File: src/design/uf2bf_pkg.sv
package uf2bf_pkg;

    localparam int unsigned PAYLOAD_BYTES_DEF = 256;
    localparam int unsigned BLOCK_BYTES       = 512;
    localparam int unsigned BLOCK_WORDS       = BLOCK_BYTES / 8;
    localparam int unsigned HEADER_WORDS      = 4;

    localparam logic [31:0] MAGIC_START0 = 32'h0A32_4655;
    localparam logic [31:0] MAGIC_START1 = 32'h9E5D_5157;
    localparam logic [31:0] MAGIC_END    = 32'h0AB1_6F30;

    localparam int unsigned CFG_INDEX_W = 2;
    localparam logic [CFG_INDEX_W-1:0] REG_START_ADDRESS = 2'd0;
    localparam logic [CFG_INDEX_W-1:0] REG_IMAGE_SIZE    = 2'd1;

    typedef struct packed {
        logic [63:0] payload_word;
        logic [3:0]  valid_bytes;
        logic        end_of_image;
    } uf2bf_in_t;

    typedef struct packed {
        logic [63:0] block_word;
        logic        last_of_block;
        logic        last_of_stream;
        logic        count_mismatch;
    } uf2bf_out_t;

    // Header fields and closing flags captured when a block is closed
    typedef struct packed {
        logic [31:0] addr;
        logic [31:0] index;
        logic [31:0] total;
        logic        eoi;
        logic        mismatch;
    } uf2bf_meta_t;

endpackage

File: src/design/uf2bf_div.sv
module uf2bf_div #(
    parameter int unsigned DIVISOR = uf2bf_pkg::PAYLOAD_BYTES_DEF
) (
    input  logic        clk,
    input  logic        rst_n,
    input  logic        start,
    input  logic [31:0] dividend,
    output logic        busy,
    output logic [31:0] quotient
);
    import uf2bf_pkg::*;

    // ceil(dividend / DIVISOR) by reciprocal multiplication:
    // load n = dividend + DIVISOR - 1, then two partial products, then sum and shift
    localparam int unsigned NW    = 33;
    localparam int unsigned LW    = $clog2(DIVISOR);
    localparam int unsigned SH    = NW + LW;
    localparam logic [63:0] RECIP = ((64'd1 << SH) + 64'(DIVISOR) - 64'd1) / 64'(DIVISOR);
    localparam int unsigned HW    = 17;
    localparam int unsigned PRODW = NW + HW;
    localparam int unsigned SUMW  = PRODW + HW;
    localparam logic [HW-1:0] RECIP_LO = RECIP[HW-1:0];
    localparam logic [HW-1:0] RECIP_HI = RECIP[2*HW-1:HW];

    logic [NW-1:0]    num_reg, num_next;
    logic [PRODW-1:0] plo_reg, plo_next;
    logic [PRODW-1:0] phi_reg, phi_next;
    logic [31:0]      quo_reg, quo_next;
    logic             mul_reg, mul_next;
    logic             add_reg, add_next;
    logic [SUMW-1:0]  sum;

    assign busy     = mul_reg || add_reg;
    assign quotient = quo_reg;
    assign sum      = {phi_reg, {HW{1'b0}}} + SUMW'(plo_reg);

    always_comb
    begin
        num_next = num_reg;
        plo_next = plo_reg;
        phi_next = phi_reg;
        quo_next = quo_reg;
        mul_next = start;
        add_next = mul_reg;
        if (start)
        begin
            // round up by adding DIVISOR-1 before dividing
            num_next = NW'(dividend) + NW'(DIVISOR - 1);
        end
        if (mul_reg)
        begin
            // 33 x 17 products by constant halves of the reciprocal
            plo_next = PRODW'(num_reg) * PRODW'(RECIP_LO);
            phi_next = PRODW'(num_reg) * PRODW'(RECIP_HI);
        end
        if (add_reg)
        begin
            quo_next = 32'(sum >> SH);
        end
    end

    always_ff @(posedge clk or negedge rst_n)
    begin
        if (!rst_n)
        begin
            num_reg <= '0;
            plo_reg <= '0;
            phi_reg <= '0;
            quo_reg <= '0;
            mul_reg <= 1'b0;
            add_reg <= 1'b0;
        end
        else
        begin
            num_reg <= num_next;
            plo_reg <= plo_next;
            phi_reg <= phi_next;
            quo_reg <= quo_next;
            mul_reg <= mul_next;
            add_reg <= add_next;
        end
    end

endmodule

File: src/design/uf2_block_framer_core.sv
// Channel | Signals                          | Direction | Transfer when
// input   | in_valid, in_ready, in_data      | in        | in_valid && in_ready
// output  | out_valid, out_ready, out_data   | out       | out_valid && out_ready
// config  | cfg_we, cfg_index, cfg_wdata     | in        | cfg_we
// An input word is taken while the write bank (of two) is free and u_div is idle.
// A block leaves as 64 words from the output register, one word per cycle while out_ready
// is high; with full blocks the output port, not the input, sets the pace.
// A write of image_size updates the block count in u_div; in_ready is low while it is busy.
// Reset clears all control state at once, addresses to 8192; there is no clearing pass.
// An output stall holds the output register; input fills the other bank while it is free.
module uf2_block_framer_core #(
    parameter int unsigned PAYLOAD_BYTES = uf2bf_pkg::PAYLOAD_BYTES_DEF
) (
    input  logic                                 clk,
    input  logic                                 rst_n,
    input  logic                                 in_valid,
    output logic                                 in_ready,
    input  uf2bf_pkg::uf2bf_in_t                 in_data,
    output logic                                 out_valid,
    input  logic                                 out_ready,
    output uf2bf_pkg::uf2bf_out_t                out_data,
    input  logic                                 cfg_we,
    input  logic [uf2bf_pkg::CFG_INDEX_W-1:0]    cfg_index,
    input  logic [31:0]                          cfg_wdata
);
    import uf2bf_pkg::*;

    localparam int unsigned PW    = (PAYLOAD_BYTES + 7) / 8;
    localparam int unsigned SW    = (PW > 1) ? $clog2(PW) : 1;
    localparam int unsigned FW    = $clog2(PW + 1);
    localparam int unsigned KW    = $clog2(BLOCK_WORDS);
    localparam int unsigned CMPW  = (KW > FW) ? KW : FW;
    localparam int unsigned TAIL  = PAYLOAD_BYTES % 8;
    localparam int unsigned DEPTH = 2 ** (SW + 1);
    localparam logic [7:0]    LAST_KEEP = (TAIL == 0) ? 8'hFF : 8'((1 << TAIL) - 1);
    localparam logic [KW-1:0] K_HDR     = KW'(HEADER_WORDS);
    localparam logic [KW-1:0] K_LAST    = KW'(BLOCK_WORDS - 1);
    localparam logic [KW-1:0] K_SLOT_LAST = KW'(PW - 1);
    localparam logic [SW-1:0] POS_LAST  = SW'(PW - 1);
    localparam logic [31:0]   PB32      = 32'(PAYLOAD_BYTES);

    // writer state
    logic [31:0]   start_addr_reg, start_addr_next;
    logic [31:0]   cur_addr_reg, cur_addr_next;
    logic [31:0]   idx_reg, idx_next;
    logic [SW-1:0] pos_reg, pos_next;
    logic          wr_bank_reg, wr_bank_next;
    logic [1:0]    closed_reg, closed_next;

    // per-bank storage
    uf2bf_meta_t   meta_reg [2];
    logic [FW-1:0] fill_reg [2];
    logic [63:0]   mem [DEPTH];

    // emitter state
    logic          rd_bank_reg, rd_bank_next;
    logic [KW-1:0] k_reg, k_next;
    logic          b_valid_reg, b_valid_next;
    logic [63:0]   rd_data_reg;
    logic [63:0]   b_const_reg;
    logic [7:0]    b_keep_reg;
    logic          b_last_reg;
    logic          b_stream_reg;
    logic          b_mm_reg;

    logic          div_busy;
    logic [31:0]   total_blocks;
    logic          in_fire;
    logic          close;
    logic [3:0]    nvalid;
    logic [63:0]   wr_word;
    logic [31:0]   idx_inc;
    uf2bf_meta_t   wr_meta;

    logic          b_adv;
    logic          issue;
    logic          k_is_last;
    uf2bf_meta_t   rd_meta;
    logic [FW-1:0] rd_fill;
    logic [KW-1:0] slot;
    logic          in_pay;
    logic [7:0]    keep;
    logic [63:0]   const_word;
    logic [SW:0]   rd_addr;
    logic [63:0]   keep_mask;

    uf2bf_div #(
        .DIVISOR (PAYLOAD_BYTES)
    ) u_div (
        .clk      (clk),
        .rst_n    (rst_n),
        .start    (cfg_we && (cfg_index == REG_IMAGE_SIZE)),
        .dividend (cfg_wdata),
        .busy     (div_busy),
        .quotient (total_blocks)
    );

    // ---------------- writer ----------------
    assign in_ready = !closed_reg[wr_bank_reg] && !div_busy;
    assign in_fire  = in_valid && in_ready;
    assign close    = (pos_reg == POS_LAST) || in_data.end_of_image;
    assign idx_inc  = idx_reg + 32'd1;
    assign nvalid   = (in_data.valid_bytes > 4'd8) ? 4'd8 : in_data.valid_bytes;

    always_comb
    begin
        for (int b = 0; b < 8; b++)
        begin
            wr_word[8*b +: 8] = (4'(b) < nvalid) ? in_data.payload_word[8*b +: 8] : 8'h00;
        end
    end

    always_comb
    begin
        wr_meta.addr     = cur_addr_reg;
        wr_meta.index    = idx_reg;
        wr_meta.total    = total_blocks;
        wr_meta.eoi      = in_data.end_of_image;
        wr_meta.mismatch = (idx_inc != total_blocks);
    end

    always_comb
    begin
        start_addr_next = start_addr_reg;
        cur_addr_next   = cur_addr_reg;
        idx_next        = idx_reg;
        pos_next        = pos_reg;
        wr_bank_next    = wr_bank_reg;
        if (cfg_we && (cfg_index == REG_START_ADDRESS))
        begin
            start_addr_next = cfg_wdata;
            // load at once only between images
            if ((idx_reg == '0) && (pos_reg == '0))
            begin
                cur_addr_next = cfg_wdata;
            end
        end
        if (in_fire)
        begin
            if (close)
            begin
                pos_next     = '0;
                wr_bank_next = !wr_bank_reg;
                if (in_data.end_of_image)
                begin
                    idx_next      = '0;
                    cur_addr_next = start_addr_reg;
                end
                else
                begin
                    idx_next      = idx_inc;
                    cur_addr_next = cur_addr_reg + PB32;
                end
            end
            else
            begin
                pos_next = pos_reg + SW'(1);
            end
        end
    end

    // ---------------- emitter ----------------
    assign b_adv     = !b_valid_reg || out_ready;
    assign issue     = b_adv && closed_reg[rd_bank_reg];
    assign k_is_last = (k_reg == K_LAST);
    assign rd_meta   = meta_reg[rd_bank_reg];
    assign rd_fill   = fill_reg[rd_bank_reg];
    assign slot      = k_reg - K_HDR;
    assign in_pay    = (k_reg >= K_HDR) && (CMPW'(slot) < CMPW'(rd_fill));
    assign keep      = !in_pay ? 8'h00 : ((slot == K_SLOT_LAST) ? LAST_KEEP : 8'hFF);
    assign rd_addr   = {rd_bank_reg, slot[SW-1:0]};

    always_comb
    begin
        case (k_reg)
            KW'(0):  const_word = {MAGIC_START1, MAGIC_START0};
            KW'(1):  const_word = {rd_meta.addr, 32'h0};
            KW'(2):  const_word = {rd_meta.index, PB32};
            KW'(3):  const_word = {32'h0, rd_meta.total};
            K_LAST:  const_word = {MAGIC_END, 32'h0};
            default: const_word = '0;
        endcase
    end

    always_comb
    begin
        closed_next = closed_reg;
        // free the bank once its last word is issued
        if (issue && k_is_last)
        begin
            closed_next[rd_bank_reg] = 1'b0;
        end
        if (in_fire && close)
        begin
            closed_next[wr_bank_reg] = 1'b1;
        end
    end

    always_comb
    begin
        k_next       = k_reg;
        rd_bank_next = rd_bank_reg;
        b_valid_next = b_valid_reg;
        if (b_adv)
        begin
            b_valid_next = issue;
        end
        if (issue)
        begin
            k_next = k_reg + KW'(1);
            if (k_is_last)
            begin
                rd_bank_next = !rd_bank_reg;
            end
        end
    end

    always_ff @(posedge clk or negedge rst_n)
    begin
        if (!rst_n)
        begin
            start_addr_reg <= 32'd8192;
            cur_addr_reg   <= 32'd8192;
            idx_reg        <= '0;
            pos_reg        <= '0;
            wr_bank_reg    <= 1'b0;
            closed_reg     <= '0;
            rd_bank_reg    <= 1'b0;
            k_reg          <= '0;
            b_valid_reg    <= 1'b0;
        end
        else
        begin
            start_addr_reg <= start_addr_next;
            cur_addr_reg   <= cur_addr_next;
            idx_reg        <= idx_next;
            pos_reg        <= pos_next;
            wr_bank_reg    <= wr_bank_next;
            closed_reg     <= closed_next;
            rd_bank_reg    <= rd_bank_next;
            k_reg          <= k_next;
            b_valid_reg    <= b_valid_next;
        end
    end

    // payload slots and bank header fields
    always_ff @(posedge clk)
    begin
        if (in_fire)
        begin
            mem[{wr_bank_reg, pos_reg}] <= wr_word;
            if (close)
            begin
                meta_reg[wr_bank_reg] <= wr_meta;
                fill_reg[wr_bank_reg] <= FW'(pos_reg) + FW'(1);
            end
        end
    end

    // output stage: hold on stall, load on issue
    always_ff @(posedge clk)
    begin
        if (issue)
        begin
            rd_data_reg  <= mem[rd_addr];
            b_const_reg  <= const_word;
            b_keep_reg   <= keep;
            b_last_reg   <= k_is_last;
            b_stream_reg <= k_is_last && rd_meta.eoi;
            b_mm_reg     <= k_is_last && rd_meta.eoi && rd_meta.mismatch;
        end
    end

    always_comb
    begin
        for (int b = 0; b < 8; b++)
        begin
            keep_mask[8*b +: 8] = {8{b_keep_reg[b]}};
        end
    end

    assign out_valid               = b_valid_reg;
    assign out_data.block_word     = (rd_data_reg & keep_mask) | b_const_reg;
    assign out_data.last_of_block  = b_last_reg;
    assign out_data.last_of_stream = b_stream_reg;
    assign out_data.count_mismatch = b_mm_reg;

endmodule

File: config.mk
export PLATFORM = sky130hd
export DESIGN_NAME = uf2_block_framer_core
export DESIGN_NICKNAME = d
export VERILOG_FILES = /design/src/design/uf2bf_pkg.sv /design/src/design/uf2bf_div.sv /design/src/design/uf2_block_framer_core.sv
export SDC_FILE = /design/constraint.sdc
export NUM_CORES = 2
export LEC_CHECK = 0
export BUFFER_PORTS_ARGS = -buffer_cell sky130_fd_sc_hd__clkbuf_2
export CAP_MARGIN = 5
export CORE_UTILIZATION = 55
export CTS_BUF_LIST = sky130_fd_sc_hd__clkbuf_2
export DETAILED_ROUTE_END_ITERATION = 10
export PLACE_DENSITY = 0.76
export SLEW_MARGIN = 20
export SYNTH_ARGS = -nofsm -noshare
export SYNTH_HDL_FRONTEND = slang
export SYNTH_MEMORY_MAX_BITS = 65536
export SYNTH_SLANG_ARGS = --single-unit
File: constraint.sdc
create_clock -name clk -period 11.16 [get_ports clk]
set_clock_uncertainty 0.15 [all_clocks]
set_input_delay 1.116 -clock clk [delete_from_list [all_inputs] [get_ports clk]]
set_output_delay 1.116 -clock clk [all_outputs]
set_load 0.03 [all_outputs]
==> flow_summary.toml <==
[cells_and_area]
final_layout_size_suffix_gt1_frac = 0.377
fill_cells = 21600
design_area_mm2 = 0.197
nets = 9108
largest_reg_flops = 4096
area_growth_pct = 11.2

[yosys]
synth_top_area_frac = 0.749
synthCells = 7550
synth_mux_area_frac = 0.183
ys_top_cells_by_area = "edfxtp_1 (75%), mux4_2 (17%), dfrtp_1 (2.6%)"
synth-edff-count = 4416
synthSimpleGateAreaFrac = 0.0155
synthFlopType = "edfxtp_1"
synth_top_cell_by_area = "edfxtp_1"
synth_compound_area_frac = 0.0103
synth_top_family_by_area = "multiplexers"
synth_seq_cells = 4605
synth.avg_cell_area_um2 = 23.5
syn_nets = 7677
yosysWarnings = 0
yosysMostFrequentCell = "edfxtp_1"
yosysSeqAreaShare = 0.775
synth_common_cells = "edfxtp_1 (4,416), mux4_2 (1,344), clkbuf_1 (233)"
netlist_area_mm2 = 0.177
async_reset_ff_frac = 0.0410
synth_fa_ha_area_frac = 0.00134
synth_cell_types = 60
synth_xor_area_frac = 0.00465

[place]
place_congestion = 0.856
place.port_buffers = 176
dp_hpwl_um = 257000
placed_area_mm2 = 0.185

[timing]
max_freq_ghz = 0.169
tightest_slew_ps = 1240
drv_slew = 0
rsz0062_at_grt = "false"
timing.final.crit_share = 0.531
setup_viol_count_final = 0
fin_crit_ps = 5930
setup_tns_ps = 0
slew_headroom = 0.174
hold_viol_final = 0

[cts]
cts_sinks = 4605
cts_max_level = 7
post_cts_buffers = 0
ctsResizeCount = 0
clk_pin_slew_ps = 110
root_buffer = "clkbuf_2"
clock_latency_ps = 2360
numCtsBuffers = 1161
cts_hold_buf = 251
cts_buffer_depth = 5
cts_tree = "done"

[run]
maxCapViolations = 0

[drt]
routed-via-count = 90100
first_iter_violations = 13200
final_antenna_net_count = 0
viasPerCell = 6.44
detail_route.wirelength_um = 463000
drcViolationCount = 1
first_pass_iters = 11
wl_per_cell_um = 33.1

[outcome]
status = "finished with violations"
violations = "DRC"

[worst_setup_path]
crit_arrival_ps = 7520
critPathSlowestCell = "nor2_4"
crit_type = "register to register"
cp_top_family = "simple AND/OR/NAND/NOR gates"
critPathCaptureType = "register"
worstPathMaxFanout = 44
path_buf_inv = 1
reg2reg_from = "wr_bank_reg"
start_kind = "register"
critPathMaxStageDelay_ps = 1110
crit_start = "wr_bank_reg"
worstPathCellList = "nor2b_1 > a2111oi_2 > nand2_1 > nor2_1 > nand3_1 > nor2_4 > buf_4"
required_ps = 12750

[global_route]
grt_pass1_vias = 92500
track_usage = 0.291
antenna_found_initial = 21
grt_pass1_wl_um = 656000
grt_max_degree = 155
grt_overflow = 0

[floorplanning]
die_area_mm2 = 0.324
rows = 208
core-area_mm2 = 0.321
boundaryPins = 177
die_x_um = 570
die_h_um = 570
initial_utilization = 0.553

[min_path]
hp-start = "cur_addr_reg[3]"
hold_path.class = "register to register"

[pwr]
power.total_mw = 44.9
ir_drop_v = 0.000473
p_leak_nw = 64.5
power.density_mw_per_mm2 = 228
-- report_power, final --
part / switching [mW] / internal (mW) / leakage (nW)
clock: 6.45 / 4.08 / 7.29
sequential: 0.830 / 19.8 / 42.5
combinational: 7.23 / 6.54 / 14.7
-- metrics by stage --
stage	setup slack, ps	utilization	instances	hold slack, ps
5_1_grt	5160	0.615	14000	78.1
2_1_floorplan	2420	-	7550	202
3_5_place_dp	5260	0.577	11900	316
4_1_cts	5140	0.614	14000	6.65
3_3_place_gp	4980	0.576	11800	305
6_report	5230	0.615	14000	257
-- metal layers --
layer,vias up,global-route usage,share of wire
met5,-,0,0.00021
met4,14,0.130,0.040
met3,951,0.0863,0.13
met2,6825,0.443,0.47
met1,46800,0.394,0.35
li1,35600,-,-
-- cells by family after synthesis --
| group | after synthesis |
|---|---|
| compound gates | 298 |
| flops | 4605 |
| xor+xnor | 94 |
| fa+ha+maj | 19 |
| simple gates | 562 |
| buf+inv | 430 |
| mux | 1542 |
-- final timing paths --
| kind | endpoint | slack, ps | cells after the start |
|---|---|---|---|
| setup / recovery | mem[41][57] | 5230 | 7 |
| hold / removal | meta_reg[0][62] | 260 | 0 |
| setup reg to reg | mem[41][57] | 5230 | 7 |
| hold reg to reg | meta_reg[0][62] | 260 | 0 |
| max in group asynchronous | cur_addr_reg[15] | 9630 | 5 |
| min in group asynchronous | u_div.num_reg[23] | 510 | 5 |
-- area by class of cell --
| type | count | area (um^2) | area share |
|---|---|---|---|
| multi-input combinational | 2515 | 38900 | 0.198 |
| inverter | 23 | 93.8 | 0.000476 |
| clock inverter | 277 | 1420 | 0.00719 |
| timing repair buffer | 675 | 5910 | 0.0300 |
| sequential | 4605 | 137000 | 0.697 |
| clock buffer | 1583 | 7920 | 0.0402 |
| antenna | 19 | 47.5 | 0.000241 |
| tap | 4305 | 5390 | 0.0273 |
-- cells in the final DEF (no fill, tap or decap), types with 48 or more instances in the layout --
| master | instances |
|---|---|
| nand2_1 | 121 |
| mux2_2 | 81 |
| xnor2_1 | 52 |
| a21o_1 | 60 |
| clkinv_1 | 217 |
| edfxtp_1 | 4416 |
| nor2b_4 | 48 |
| buf_4 | 198 |
| nand3_1 | 52 |
| nor2_4 | 65 |
| o21ai_0 | 143 |
| mux4_2 | 1344 |
| clkbuf_2 | 1758 |
| dfrtp_1 | 182 |
| mux2i_1 | 117 |
| dlygate4sd3_1 | 250 |
| nor2_1 | 121 |
Power figures use the tool's default switching activity.
